### config.mk
export PLATFORM = sky130hd
export DESIGN_NAME = xmodem_checksum_sender
export DESIGN_NICKNAME = d
export VERILOG_FILES = /design/src/sv/xmcs_pkg.sv /design/src/sv/xmcs_buf.sv /design/src/sv/xmodem_checksum_sender.sv
export SDC_FILE = /design/constraint.sdc
export NUM_CORES = 1
export LEC_CHECK = 0
export BUFFER_PORTS_ARGS = -buffer_cell sky130_fd_sc_hd__buf_2
export CORE_MARGIN = 2
export CORE_UTILIZATION = 35
export CTS_CLUSTER_DIAMETER = 60
export DETAILED_ROUTE_END_ITERATION = 10
export GPL_TIMING_DRIVEN = 0
export PLACE_DENSITY = 0.57
export SLEW_MARGIN = 10
export SYNTH_ARGS = -nofsm -noshare
export SYNTH_HDL_FRONTEND = slang
export SYNTH_SLANG_ARGS = --single-unit
### constraint.sdc
create_clock -name clk_i -period 3.2 [get_ports clk_i]
set_input_delay 0.32 -clock clk_i [delete_from_list [all_inputs] [get_ports clk_i]]
set_output_delay 0.32 -clock clk_i [all_outputs]
set_load 0.02 [all_outputs]
### src/sv/xmcs_pkg.sv
// Package: types, codes and constants for the XMODEM checksum sender.
package xmcs_pkg;

  localparam int unsigned PayloadBytes = 128;
  localparam int unsigned CfgAddrW     = 3;
  localparam int unsigned CfgDataW     = 32;

  localparam logic [7:0] PadReset = 8'h1a;
  localparam logic [7:0] ChSoh    = 8'h01;
  localparam logic [7:0] ChAck    = 8'h06;
  localparam logic [7:0] ChNak    = 8'h15;
  localparam logic [7:0] ChEot    = 8'h04;
  localparam logic [7:0] BlkReset = 8'h01;

  typedef enum logic [1:0] {
    OpLoad  = 2'd0,
    OpEof   = 2'd1,
    OpPull  = 2'd2,
    OpReply = 2'd3
  } op_e;

  typedef enum logic [2:0] {
    PhLoad = 3'd0,
    PhSend = 3'd1,
    PhWait = 3'd2,
    PhEotP = 3'd3,
    PhEotW = 3'd4,
    PhDone = 3'd5,
    PhErr  = 3'd6
  } phase_e;

  typedef struct packed {
    logic [1:0] opcode;
    logic [7:0] data_byte;
  } in_req_t;

  typedef struct packed {
    logic [7:0] tx_byte;
    logic       tx_valid;
    logic       frame_end;
    logic       accepted;
    logic       retransmit;
    logic [2:0] phase;
    logic [7:0] block_number;
  } out_req_t;

  // item in flight between the buffer read and the output register
  typedef struct packed {
    logic [7:0] tx_byte;
    logic       tx_valid;
    logic       frame_end;
    logic       accepted;
    logic       retransmit;
    logic       use_mem;
    logic       add_ck;
    logic       clr_ck;
    logic       put_ck;
    logic [2:0] phase;
    logic [7:0] block_number;
  } s1_t;

endpackage

### src/sv/xmcs_buf.sv
// Block buffer: single-port-write, registered-read byte memory.
module xmcs_buf #(
  parameter int unsigned PAYLOAD_BYTES = xmcs_pkg::PayloadBytes
) (
  input  logic                             clk_i,
  input  logic                             we_i,
  input  logic [$clog2(PAYLOAD_BYTES)-1:0] waddr_i,
  input  logic [7:0]                       wdata_i,
  input  logic                             re_i,
  input  logic [$clog2(PAYLOAD_BYTES)-1:0] raddr_i,
  output logic [7:0]                       rdata_o
);

  logic [7:0] mem [PAYLOAD_BYTES];
  logic [7:0] rdata_q;

  always_ff @(posedge clk_i) begin
    if (we_i) begin
      mem[waddr_i] <= wdata_i;
    end
  end

  always_ff @(posedge clk_i) begin
    if (re_i) begin
      rdata_q <= mem[raddr_i];
    end
  end

  assign rdata_o = rdata_q;

endmodule

### src/sv/xmodem_checksum_sender.sv
// Top level: XMODEM checksum sender with block buffer, frame sequencer and output register.
//
//   channel  | direction | handshake                | payload
//   ---------+-----------+--------------------------+-----------------------
//   in       | sink      | in_valid_i / in_ready_o  | in_req_i  (in_req_t)
//   out      | source    | out_valid_o / out_ready_i| out_req_o (out_req_t)
//   apb      | slave     | psel/penable/pready      | pad_byte at offset 0
//
// One request per cycle while the output is not stalled; each result passes through
// the buffer read stage, then the output register. The buffer read latency sets
// the depth. Reset gives phase loading, block number 1, pad byte 0x1a.
// A stalled output holds the read stage; input is taken while the output
// register drains.
module xmodem_checksum_sender #(
  parameter int unsigned PAYLOAD_BYTES = xmcs_pkg::PayloadBytes
) (
  input  logic                          clk_i,
  input  logic                          rst_ni,
  input  logic                          in_valid_i,
  output logic                          in_ready_o,
  input  xmcs_pkg::in_req_t             in_req_i,
  output logic                          out_valid_o,
  input  logic                          out_ready_i,
  output xmcs_pkg::out_req_t            out_req_o,
  input  logic                          psel,
  input  logic                          penable,
  input  logic                          pwrite,
  input  logic [xmcs_pkg::CfgAddrW-1:0] paddr,
  input  logic [xmcs_pkg::CfgDataW-1:0] pwdata,
  output logic [xmcs_pkg::CfgDataW-1:0] prdata,
  output logic                          pready
);

  localparam int unsigned AW    = $clog2(PAYLOAD_BYTES);
  localparam int unsigned FillW = $clog2(PAYLOAD_BYTES + 1);
  localparam int unsigned PosW  = $clog2(PAYLOAD_BYTES + 4);
  localparam logic [FillW-1:0] FillFull = FillW'(PAYLOAD_BYTES);
  localparam logic [PosW-1:0]  PosCk    = PosW'(PAYLOAD_BYTES + 3);

  xmcs_pkg::phase_e   phase_q, phase_d;
  logic [FillW-1:0]   fill_q, fill_d;
  logic [PosW-1:0]    pos_q, pos_d;
  logic [7:0]         blk_q, blk_d;
  logic               end_q, end_d;
  logic [7:0]         pad_q;
  logic [7:0]         ck_q;

  logic               p1_valid_q;
  xmcs_pkg::s1_t      p1_q, p1_d;
  logic               o_valid_q;
  xmcs_pkg::out_req_t o_q;

  logic               o_adv, p1_adv, accept;
  logic               is_load, is_eof, is_pull, is_reply;
  logic [FillW-1:0]   fill_inc;
  logic [PosW-1:0]    k_full;
  logic               we, re;
  logic [7:0]         rdata;
  logic [7:0]         s1_byte;

  // APB
  assign pready = 1'b1;
  assign prdata = paddr[2] ? '0 : {{(xmcs_pkg::CfgDataW - 8){1'b0}}, pad_q};

  always_ff @(posedge clk_i or negedge rst_ni) begin
    if (!rst_ni) begin
      pad_q <= xmcs_pkg::PadReset;
    end else if (psel && penable && pwrite && pready && !paddr[2]) begin
      pad_q <= pwdata[7:0];
    end
  end

  // handshake
  assign o_adv      = !o_valid_q || out_ready_i;
  assign p1_adv     = p1_valid_q && o_adv;
  assign in_ready_o = !p1_valid_q || o_adv;
  assign accept     = in_valid_i && in_ready_o;

  assign is_load  = in_req_i.opcode == xmcs_pkg::OpLoad;
  assign is_eof   = in_req_i.opcode == xmcs_pkg::OpEof;
  assign is_pull  = in_req_i.opcode == xmcs_pkg::OpPull;
  assign is_reply = in_req_i.opcode == xmcs_pkg::OpReply;

  assign fill_inc = fill_q + FillW'(1);
  assign k_full   = pos_q - PosW'(3);

  // next state
  always_comb begin
    phase_d = phase_q;
    fill_d  = fill_q;
    pos_d   = pos_q;
    blk_d   = blk_q;
    end_d   = end_q;
    we      = 1'b0;
    unique case (phase_q)
      xmcs_pkg::PhLoad: begin
        if (is_load) begin
          if (fill_q < FillFull) begin
            we     = 1'b1;
            fill_d = fill_inc;
          end
          if (fill_d >= FillFull) begin
            pos_d   = '0;
            phase_d = xmcs_pkg::PhSend;
          end
        end else if (is_eof) begin
          end_d = 1'b1;
          if (fill_q != '0) begin
            pos_d   = '0;
            phase_d = xmcs_pkg::PhSend;
          end else begin
            phase_d = xmcs_pkg::PhEotP;
          end
        end
      end
      xmcs_pkg::PhSend: begin
        if (is_pull) begin
          pos_d = pos_q + PosW'(1);
          if (pos_q >= PosCk) begin
            phase_d = xmcs_pkg::PhWait;
          end
        end
      end
      xmcs_pkg::PhWait: begin
        if (is_reply) begin
          if (in_req_i.data_byte == xmcs_pkg::ChAck) begin
            blk_d   = blk_q + 8'd1;
            fill_d  = '0;
            phase_d = end_q ? xmcs_pkg::PhEotP : xmcs_pkg::PhLoad;
          end else if (in_req_i.data_byte == xmcs_pkg::ChNak) begin
            pos_d   = '0;
            phase_d = xmcs_pkg::PhSend;
          end else begin
            phase_d = xmcs_pkg::PhErr;
          end
        end
      end
      xmcs_pkg::PhEotP: begin
        if (is_pull) begin
          phase_d = xmcs_pkg::PhEotW;
        end
      end
      xmcs_pkg::PhEotW: begin
        if (is_reply) begin
          phase_d = (in_req_i.data_byte == xmcs_pkg::ChAck) ? xmcs_pkg::PhDone
                                                             : xmcs_pkg::PhErr;
        end
      end
      default: begin
      end
    endcase
  end

  // stage-1 item
  always_comb begin
    p1_d              = '0;
    p1_d.phase        = phase_d;
    p1_d.block_number = blk_d;
    re                = 1'b0;
    unique case (phase_q)
      xmcs_pkg::PhLoad: begin
        p1_d.accepted = is_load || is_eof;
      end
      xmcs_pkg::PhSend: begin
        if (is_pull) begin
          p1_d.tx_valid = 1'b1;
          if (pos_q == PosW'(0)) begin
            p1_d.tx_byte = xmcs_pkg::ChSoh;
            p1_d.clr_ck  = 1'b1;
          end else if (pos_q == PosW'(1)) begin
            p1_d.tx_byte = blk_q;
          end else if (pos_q == PosW'(2)) begin
            p1_d.tx_byte = 8'hff - blk_q;
          end else if (pos_q < PosCk) begin
            p1_d.add_ck = 1'b1;
            if (k_full < PosW'(fill_q)) begin
              p1_d.use_mem = 1'b1;
              re           = accept;
            end else begin
              p1_d.tx_byte = pad_q;
            end
          end else begin
            p1_d.put_ck    = 1'b1;
            p1_d.frame_end = 1'b1;
          end
        end
      end
      xmcs_pkg::PhWait: begin
        p1_d.retransmit = is_reply && (in_req_i.data_byte == xmcs_pkg::ChNak);
      end
      xmcs_pkg::PhEotP: begin
        if (is_pull) begin
          p1_d.tx_valid  = 1'b1;
          p1_d.tx_byte   = xmcs_pkg::ChEot;
          p1_d.frame_end = 1'b1;
        end
      end
      default: begin
      end
    endcase
  end

  xmcs_buf #(
    .PAYLOAD_BYTES(PAYLOAD_BYTES)
  ) u_buf (
    .clk_i  (clk_i),
    .we_i   (accept && we),
    .waddr_i(fill_q[AW-1:0]),
    .wdata_i(in_req_i.data_byte),
    .re_i   (re),
    .raddr_i(k_full[AW-1:0]),
    .rdata_o(rdata)
  );

  always_ff @(posedge clk_i or negedge rst_ni) begin
    if (!rst_ni) begin
      phase_q <= xmcs_pkg::PhLoad;
      fill_q  <= '0;
      pos_q   <= '0;
      blk_q   <= xmcs_pkg::BlkReset;
      end_q   <= 1'b0;
    end else if (accept) begin
      phase_q <= phase_d;
      fill_q  <= fill_d;
      pos_q   <= pos_d;
      blk_q   <= blk_d;
      end_q   <= end_d;
    end
  end

  // stage 1: resolve buffer data, keep checksum in request order
  assign s1_byte = p1_q.put_ck  ? ck_q  :
                   p1_q.use_mem ? rdata : p1_q.tx_byte;

  always_ff @(posedge clk_i or negedge rst_ni) begin
    if (!rst_ni) begin
      p1_valid_q <= 1'b0;
      ck_q       <= '0;
      o_valid_q  <= 1'b0;
    end else begin
      if (in_ready_o) begin
        p1_valid_q <= accept;
      end
      if (p1_adv) begin
        if (p1_q.clr_ck) begin
          ck_q <= '0;
        end else if (p1_q.add_ck) begin
          ck_q <= ck_q + s1_byte;
        end
      end
      if (o_adv) begin
        o_valid_q <= p1_valid_q;
      end
    end
  end

  always_ff @(posedge clk_i) begin
    if (accept) begin
      p1_q <= p1_d;
    end
    if (p1_adv) begin
      o_q.tx_byte      <= s1_byte;
      o_q.tx_valid     <= p1_q.tx_valid;
      o_q.frame_end    <= p1_q.frame_end;
      o_q.accepted     <= p1_q.accepted;
      o_q.retransmit   <= p1_q.retransmit;
      o_q.phase        <= p1_q.phase;
      o_q.block_number <= p1_q.block_number;
    end
  end

  assign out_valid_o = o_valid_q;
  assign out_req_o   = o_q;

endmodule

Yosys cells after proc, flatten, opt, wreduce, memory -nomap -nowiden:

Memories as Yosys holds them, arrays and structs flattened. A register that Yosys moved wholly into a read port is not among the register bits.
Index checks and enable logic that the tools add are counted.

* register bits after elaboration: 96
* bits in latches: 0
* RAM bits: 1024
* ROM bits: 0
* input bits: 52
* output and inout bits: 58
* logic and storage cells: 155
* memories kept: 1

Memories
* u_buf.mem: words 128, bits a word 8, read ports 1, clocked after Yosys merged registers in 1, wr ports 1, RTL line xmcs_buf.sv:14 `logic [7:0] mem [PAYLOAD_BYTES];`

* $add $sub $neg: 6
* $mul: 0
* divide/modulo/power cells: 0
* order comparisons: 5
* equality and inequality tests: 20
* shifts and indexed selects: 0
* mux-type cells: 65
* bitwise logic cells: 4
* reduce and logical (&&, ||, !) cells: 27

Operators by type and width (count)
* $mux 8: 27
* $mux 3: 10
* $add 8x1->8 const B: 3
* $pmux 8 s3: 1
* $pmux 10 s2: 1
* $mux 1: 19
* $ge 8x8->1 const B: 2
* $lt 8x8->1 const B: 2
* $pmux 8 s2: 1
* $pmux 3 s5: 1
* $ne 2x2->1 const B: 6
* $mux 10: 1
* $ne 3x3->1 const B: 3
* $reduce_and 9->1: 1
* $add 8x8->8: 1
* $eq 8x1->1 const B: 1
* $eq 8x2->1 const B: 1
* $eq 8x3->1 const B: 1
* $eq 8x5->1 const B: 1
* $logic_not 8->1: 1
* $lt 8x8->1: 1
* $reduce_bool 8->1: 1
* $sub 8x2->8 const B: 1
* $sub 8x8->8 const A: 1
* other kinds (20): 39

Longest topological paths before layout:

Gate-level depths: netlist of run 1.

* depth after elaboration: 11
* mapped depth: 15
* depth with buffers taken out: 11

Modules after synthesis:

From an unflattened synthesis of run 1, not the netlist that was laid out.

* cell total of the unflattened synthesis: 2135
* area total of the unflattened synthesis: 45192.1 µm²

Modules (own cells, without submodules)
* xmcs_buf: times used 1, cells each 1635, area an instance 39745.6 µm², seq. area each 30989.7 µm²
* xmodem_checksum_sender: times used 1, cells each 500, area an instance 5446.5 µm², seq. area each 2657.5 µm²

Worst setup path before layout of run 1:

Ideal clock, no wire load.

* path type: flip-flop to flip-flop
* start: register pos_q[0]
* end: register u_buf.rdata_q[0], in the netlist u_buf.rdata_o[0], read port of u_buf.mem (enable)
* setup time: 0.383 ns
* data arrival time: 2.915 ns
* required time: 2.817 ns
* setup slack: -0.099 ns
* cell stages (with the launch flop): 13
* path buffers: 4
* clock period less this slack: 3.299 ns
* cells stage by stage: dfrtp_1 > buf_4 > buf_6 > buf_4 > buf_4 > inv_1 > ha_1 > ha_1 > a21o_1 > a21oi_1 > o211ai_1 > a21o_1 > nor3_1

* cells in the longest elaborated chain, start to end: 9
* elaborated cells on any way between the ends: 13
* classes of those cells: 1 x add/sub; 2 x order compare; 2 x eq/ne; 7 x mux; 1 x reduce/logical

RTL lines
* start, declared: RTL line xmodem_checksum_sender.sv:42 `logic [PosW-1:0] pos_q, pos_d;`
* start signal, assigned: RTL line xmodem_checksum_sender.sv:225 `pos_q <= pos_d;`
* $sub 8x2->8: RTL line xmodem_checksum_sender.sv:85 `assign k_full = pos_q - PosW'(3);`
* $lt 8x8->1: RTL line xmodem_checksum_sender.sv:176 `if (k_full < PosW'(fill_q)) begin`
* $mux 1: RTL line xmodem_checksum_sender.sv:176
* $mux 1: RTL line xmodem_checksum_sender.sv:174 `end else if (pos_q < PosCk) begin`
* $mux 1: RTL line xmodem_checksum_sender.sv:172 `end else if (pos_q == PosW'(2)) begin`
* $mux 1: RTL line xmodem_checksum_sender.sv:170 `end else if (pos_q == PosW'(1)) begin`
* $mux 1 *: RTL line xmodem_checksum_sender.sv:167 `if (pos_q == PosW'(0)) begin`
* $mux 1 *: RTL line xmodem_checksum_sender.sv:165 `if (is_pull) begin`
* $mux 1 *: RTL line xmodem_checksum_sender.sv:160 `unique case (phase_q)`
* via re: RTL line xmodem_checksum_sender.sv:57 `logic we, re;`
* end, declared: RTL line xmcs_buf.sv:15 `logic [7:0] rdata_q;`

Mark *: on every way through the listed nets, which the timed path passes. The rest lies on a longest branch.
A chain may end at the register's enable or synchronous reset.

Final worst setup path of run 1:

* start: register pos_q[0]
* end: register u_buf.rdata_q[3], in the netlist u_buf.rdata_o[3], read port of u_buf.mem, data pin

* cells in the longest elaborated chain, start to end: 9
* elaborated cells on any way between the ends: 13
* classes of those cells: 1 x add/sub; 2 x order compare; 2 x eq/ne; 7 x mux; 1 x reduce/logical

RTL lines (RTL line)
* $sub 8x2->8: xmodem_checksum_sender.sv:85
* $lt 8x8->1: xmodem_checksum_sender.sv:176
* $mux 1: xmodem_checksum_sender.sv:176
* $mux 1: xmodem_checksum_sender.sv:174
* $mux 1: xmodem_checksum_sender.sv:172
* $mux 1: xmodem_checksum_sender.sv:170
* $mux 1: xmodem_checksum_sender.sv:167
* $mux 1: xmodem_checksum_sender.sv:165
* $mux 1: xmodem_checksum_sender.sv:160

Several ways; a longest one is shown, not always the timed one.

==> impl_metrics.ini, run 1 <==
[synthesis]
seq_area_frac_synth = 0.740
async_flop_share = 0.0408
synth.largest_area_cell = edfxtp_1
syn_inst = 2437
yosys_register_bits = 1128
synth_top_area_frac = 0.714
synth_edf_count = 1082
avgSynthCellArea_sq_um = 18.7
synth_area_sq_mm = 0.0455
yosysWarnings = 0
yosys-top-cells-area = edfxtp_1 71%, mux4_2 13%, dfrtp_1 2.3%, nand2_1 2.0%, nor2_1 1.5%
synth.distinct_cells = 66
synthFlopType = edfxtp_1
yosysMostFrequentCell = edfxtp_1
synthTopCellsByCount = 1,082 x edfxtp_1, 256 x mux4_2, 245 x nand2_1, 181 x nor2_1

[floorplanning]
fp.coreArea_sq_mm = 0.129
start_util = 0.352
rows = 132
ios = 110
die_h_microns = 365
dieArea_sq_mm = 0.133
die_w_microns = 365

[global_route]
grt_max_degree = 111
grt_antenna_before_repair = 3
grt-ovfl-total = 0
grt_usage = 0.172
grt_first_pass_wirelength_mm = 167
grt_pass1_vias = 24600

[worst_setup_path]
critPathBufInv = 9
path_class = flip-flop to flip-flop
path_common_cell = buf_12
endpoint_kind = flip-flop
cp_max_fo = 10
startpoint_type = flip-flop
cp_data_required_time_ns = 3.69
path_delay_family = buffers and inverters
crit_arrival_ns = 3.72
critical-path-max-stage-delay_ns = 0.41
worstPathCellList = buf_6 > buf_12 > buf_12 > buf_12 > inv_6 > ha_4 > buf_12 > buf_16 > buf_12 > buf_6 > mux4_2 > nand2_1 > a31oi_1 > o22ai_2 > a211oi_4
cp_slowest_cell = dfrtp_1

[final_layout]
final-seq-area_sq_mm = 0.0337
design_area_sq_mm = 0.0553
largest_register_ffs = 1024
diodes = 0
regMostFlops = u_buf.mem
multiInputGateArea_sq_mm = 0.0129
fill_cells = 11000
stdcell_count = 4527
areaGrowthSynthToFinish_pct = 21.6
nets = 2760
drive_gt1_frac = 0.343

[pwr]
power.leakage_nw = 17.3
totalPowerFinal_mw = 43.1
peakVddDrop_mv = 0.504
powerDensity_mw_per_mm2 = 779

[clock_tree]
cts-htree-levels = 3
cts_buffers = 121
clockRootBuffer = clkbuf_16
clk_latency_ns = 0.71
clk_path_buf_depth = 3
cts.sinks = 1128
clk_pin_slew_worst_paths_ns = 0.06
cts_tree = built

[outcome]
outcome = finished with violations
violations = setup timing

[job]
cap_violations = 0

[placement]
portBuffers = 57
dpl_cell_area_sq_mm = 0.0483
dp.cells = 4267
place.gp.congestion = 0.899
place_hpwl_mm = 72.8

[timing]
worst_slew_pin_slew_ns = 1.13
slew_viol_final = 0
max_slew_margin = 0.243
fin_skew_ns = 0.0334
fmax_ghz = 0.310
setup_slack_ns = -0.0295
post-route-period-util = 1.01
rsz0062_at_grt = yes
fin_crit_ns = 3.23
whs_ns = 0.0337
setup_viol = 1
hold_viol_final = 0

[drt]
first_iter_violations = 2380
wirelength_mm = 114
vias = 23800
drc = 0
vias_per_cell = 5.27
avgRoutedWirePerCell_microns = 25.2
dr.pass1.iters = 5
final_antenna_net_count = 0

[min_path]
hp-class = input pin to flip-flop
## area by class of cell
type,count,area share
plain buffers,158,0.0257
clock buffers,144,0.0566
clock inverters,78,0.0166
inverters,21,0.00188
multi-input cells,1151,0.234
flip-flops and latches,1128,0.608
well taps,1742,0.0394
repair buffers,105,0.0181
## path summary, 6_finish.rpt
kind / startpoint / cells after the start / endpoint / slack (ns)
min in group asynchronous: rst_ni / 2 / ck_q[0]$_DFFE_PN0P_ / 0.19
max reg2reg: pos_q[0]$_DFFE_PN0P_ / 15 / u_buf.rdata_o[3]$_DFFE_PP_ / -0.03
max in group asynchronous: rst_ni / 2 / pos_q[3]$_DFFE_PN0P_ / 2.50
min: in_req_i[5] / 1 / u_buf.mem[104][5]$_DFFE_PP_ / 0.03
min reg2reg: p1_q[4]$_DFFE_PP_ / 0 / out_req_o[4]$_DFFE_PP_ / 0.42
max: pos_q[0]$_DFFE_PN0P_ / 15 / u_buf.rdata_o[3]$_DFFE_PP_ / -0.03
## per-layer routing
metal / global-route usage / vias to the layer above / wire, microns
met5: 0 / - / 13
met4: 0.0510 / 2 / 3360
met3: 0.0293 / 202 / 7290
met2: 0.282 / 828 / 55400
met1: 0.234 / 12600 / 48100
li1: - / 10200 / -
## placed cells by master, fill, tap and decap left out, types with 20 or more instances in the layout
cell type / synthesis / routed
clkbuf_16: 0 / 124
dfrtp_1: 42 / 39
and3_1: 22 / 21
a31oi_4: 0 / 25
conb_1: 2 / 25
buf_2: 48 / 70
nor2_4: 0 / 82
nand2_1: 245 / 234
xnor2_1: 22 / 20
mux4_2: 256 / 256
mux2i_1: 50 / 28
o21ai_0: 32 / 32
clkinv_1: 0 / 24
nor2_2: 2 / 45
buf_4: 50 / 70
clkbuf_1: 41 / 40
nand3_1: 36 / 23
buf_6: 13 / 33
nor2_1: 181 / 56
edfxtp_1: 1082 / 1082
## worst reg2reg max path, delay by kind of cell, from the launching register on
family	cells	cell delay (ns)
flip-flops	1	0.41
buffers and inverters	9	1.14
AO/OA/AOI/OAI	3	0.79
AND/OR/NAND/NOR	1	0.07
adder cells (fa/ha/maj)	1	0.38
multiplexers	1	0.25
## where the power goes
group | total (mW) | switching, mW | internal [mW]
clock network | 14.2 | 5.72 | 8.50
registers | 16.5 | 0.132 | 16.4
logic | 12.3 | 6.60 | 5.75
## logic make-up after synthesis
family | count (synthesis) | share of synthesized area
AO/OA/AOI/OAI | 191 | 0.0308
XOR/XNOR | 31 | 0.00597
adder cells (fa/ha/maj) | 22 | 0.00622
buffers and inverters | 181 | 0.0226
flip-flops | 1128 | 0.740
multiplexers | 318 | 0.141
other | 2 | 0.000165
AND/OR/NAND/NOR | 564 | 0.0539
## what timing repair did
item / CTS / global route
endpoints found under the hold margin: 122 / 0
endpoints found under the setup margin: 1050 / 939
hold buffers: 16 / 0
pin swaps: 33 / 15
setup buffers: 14 / 6
cloned: 3 / 1
gates resized for setup: 492 / 73
## stage by stage
step / setup TNS, ns / worst slack, ns / utilization
floorplan: 0 / 0.0666 / -
global placement: -1034.94 / -1.69 / 0.372
detailed placement: -919.38 / -1.68 / 0.374
CTS: -47.03 / -0.257 / 0.425
global route: -0.212 / -0.0803 / 0.428
finish: -0.0295 / -0.0295 / 0.428
Power figures use the tool's default switching activity.
==> run 2, diff against run 1 <==
ABC_AREA = 1   (was unset)
BUFFER_PORTS_ARGS = -buffer_cell sky130_fd_sc_hd__clkbuf_2   (was -buffer_cell sky130_fd_sc_hd__buf_2)
==> run 2 against run 1 <==
Effect of this change:
- the run still ends with setup timing left
- setup slack got worse by 0.016 ns
- wire length rose by 30%
- synthesized cell count rose by 74%
- core utilization fell by 0.88 points
- critical endpoint is now u_buf.mem[55][1]$_DFFE_PP_
==> impl_metrics.ini, run 2 <==
[outcome]
outcome = finished with violations
violations = setup timing

[synthesis]
seq_area_frac_synth = 0.709
synthFlopType = edfxtp_1
yosys-top-cells-area = edfxtp_1 68%, nand2_1 10%, nand3_1 9.1%, dfrtp_1 2.2%, nor2_1 2.0%
syn_inst = 4234
avgSynthCellArea_sq_um = 11.2
async_flop_share = 0.0408
synth_top_area_frac = 0.684
yosysWarnings = 0
synth.largest_area_cell = edfxtp_1
synth_edf_count = 1082
yosys_register_bits = 1128
yosysMostFrequentCell = nand2_1
synth_area_sq_mm = 0.0475
synthTopCellsByCount = 1,316 x nand2_1, 1,082 x edfxtp_1, 863 x nand3_1, 252 x nor2_1, 137 x inv_1
synth.distinct_cells = 40

[worst_setup_path]
endpoint_kind = flip-flop
startpoint_type = flip-flop
path_delay_family = simple AND/OR/NAND/NOR gates
critical-path-max-stage-delay_ns = 0.63
r2r_end = u_buf.mem[55][1]$_DFFE_PP_
critPathBufInv = 1
r2r_cells = 6
worstPathCellList = nor2_2 > nand2_1 > nor4_2 > nand2_1 > clkbuf_4 > nor2_2
cp_max_fo = 10
path_class = flip-flop to flip-flop
r2r_setup_slack_ns = -0.05
cp.depth = 6
crit_arrival_ns = 3.62
cp_slowest_cell = nand2_1
cp-startpoint = phase_q[2]$_DFFE_PN0P_
timing.rr.start = phase_q[2]$_DFFE_PN0P_
cp-endpoint = u_buf.mem[55][1]$_DFFE_PP_
cp_data_required_time_ns = 3.57

[pwr]
swShare = 0.380
internal_power_mw = 29.9
powerDensity_mw_per_mm2 = 851
p_sw_mw = 18.3
clkPwrFrac = 0.290
comb_power_share = 0.361
power.leakage_nw = 20.7
pwr-share-seq = 0.349
peakVddDrop_mv = 0.469

[placement]
place.gp.congestion = 0.930
place_ws_ns = -2.00
place_hpwl_mm = 99.3
portBuffers = 57

[timing]
hold_viol_final = 0
fin_crit_ns = 3.25
worst_slew_pin_slew_ns = 0.968
setup_slack_ns = -0.0459
setup_viol = 21
rsz0062_at_grt = yes
post-route-period-util = 1.01
max_slew_margin = 0.352
fin_skew_ns = 0.0523
fmax_ghz = 0.308
slew_viol_final = 0
whs_ns = 0.0330

[global_route]
grt_usage = 0.210
gr-usage-met3 = 0.0325
grt_pass1_vias = 31400
grt_antenna_before_repair = 1
grt_util_met2 = 0.337
busiest_layer = met2
grt_use_met1 = 0.285
grt_max_degree = 98
grt-ovfl-total = 0
grt_first_pass_wirelength_mm = 213

[final_layout]
drive_gt1_frac = 0.166
layout_common_cells = 1,281 x nand2_1, 1,082 x edfxtp_1, 750 x nand3_1, 170 x nor2_1, 137 x inv_1
multiInputGateArea_sq_mm = 0.0133
largest_register_ffs = 1024
nets = 4552
final_common_cell = nand2_1
fill_cells = 12700
regMostFlops = u_buf.mem
final-seq-area_sq_mm = 0.0336
areaGrowthSynthToFinish_pct = 19.3

[clock_tree]
clk_latency_ns = 0.76
clk_pin_slew_worst_paths_ns = 0.06
clk_path_buf_depth = 3
clockRootBuffer = clkbuf_16
cts_tree = built
cts.sinks = 1128
cts_buffers = 117
cts-htree-levels = 3

[drt]
avgRoutedWirePerCell_microns = 23.3
vias_per_cell = 5.19
first_iter_violations = 3716
final_antenna_net_count = 0
vias = 33000
dr.pass1.iters = 7
wirelength_mm = 148
drc = 0

[floorplanning]
die_w_microns = 372
rows = 135
dieArea_sq_mm = 0.139
fp.coreArea_sq_mm = 0.135
die_h_microns = 372
ios = 110
start_util = 0.351

[job]
cap_violations = 0

[min_path]
hp-class = input pin to flip-flop
run 2: cell types whose count changed in the layout (fill, tap and decap cells not counted), sizes merged, moves of 24 or more:
cell	delta
o21ai	+39
mux2i	-50
nand3	+833
a31oi	-36
mux4	-256
a32oi	-24
inv	+126
o211ai	+36
clkbuf	+82
nor2	+77
a21oi	+32
nand2	+1077
run 2: what timing repair did:
action | CTS | global route
resized for setup | 318 | 205
gates cloned | 2 | 5
setup endpoints to repair | 575 | 376
hold buffers | 13 | 0
pin swaps | 17 | 34
hold endpoints to repair | 59 | 0
buffers inserted | 12 | 4
run 2: final cells by class:
cell class,instances,area share
clock inverter,81,0.0159
timing repair buffer,101,0.0179
multi-input combinational,2717,0.234
sequential,1128,0.594
antenna,2,0.0000884
buffer,265,0.0337
tap,1781,0.0394
timing repair inverter,1,0.000155
clock buffer,139,0.0542
inverter,147,0.0100
run 2: logic make-up (layout without fill, tap and decap cells):
| group | after synthesis | after routing | share of synthesized area |
|---|---|---|---|
| flip-flops | 1128 | 1128 | 0.709 |
| buffers and inverters | 412 | 734 | 0.0385 |
| adder cells (fa/ha/maj) | 22 | 22 | 0.00596 |
| AND/OR/NAND/NOR | 2474 | 2474 | 0.221 |
| XOR/XNOR | 20 | 20 | 0.00416 |
| AO/OA/AOI/OAI | 176 | 176 | 0.0213 |
| other | 2 | 27 | 0.000158 |
run 2: how the worst min path moves through the flow:
stage	depth (start not counted)	to	from
detailed placement	0	out_req_o[5]$_DFFE_PP_	p1_q[5]$_DFFE_PP_
global placement	0	out_req_o[0]$_DFFE_PP_	p1_q[0]$_DFFE_PP_
global route	1	u_buf.mem[67][6]$_DFFE_PP_	in_req_i[6]
floorplan	0	blk_q[1]$_DFFE_PN0P_	rst_ni
CTS	1	u_buf.mem[67][6]$_DFFE_PP_	in_req_i[6]
finish	1	u_buf.mem[67][6]$_DFFE_PP_	in_req_i[6]
run 2: per-stage QoR:
| stage | utilization | cells | TNS, ns | area [sq um] | total power, mW |
|---|---|---|---|---|---|
| 2_1_floorplan | - | 4257 | 0 | 47600 | 25.3 |
| 3_3_place_gp | 0.371 | 6095 | -411.46 | 50100 | 31.4 |
| 3_5_place_dp | 0.373 | 6104 | -93.70 | 50400 | 31.5 |
| 4_1_cts | 0.412 | 6351 | -7.92 | 55700 | 46.8 |
| 5_1_grt | 0.419 | 6361 | -5.04 | 56600 | 49.9 |
| 6_report | 0.419 | 6362 | -0.649 | 56600 | 48.2 |
run 2: worst register-to-register path: stages (launching register included):
cell      delay (ns)
dfrtp_1         0.46
nor2_2          0.17
nand2_1         0.13
nor4_2          0.35
nand2_1         0.63
clkbuf_4        0.60
nor2_2          0.55
run 2: power by group through the flow:
stage	Clock, mW	Sequential [mW]	Combinational (mW)
after global routing	14.7	16.8	18.4
after detailed placement	0	17.1	14.4
after floorplan	0	17.1	8.16
after CTS	14.1	16.8	15.9
final	14.0	16.8	17.4
after global placement	0	17.2	14.2
run 2: metal layers:
metal  part of all wire  vias up
met5                  0        -
met4              0.041        0
met3              0.081      255
met2               0.46     1443
met1               0.41    16100
li1                   -    15200
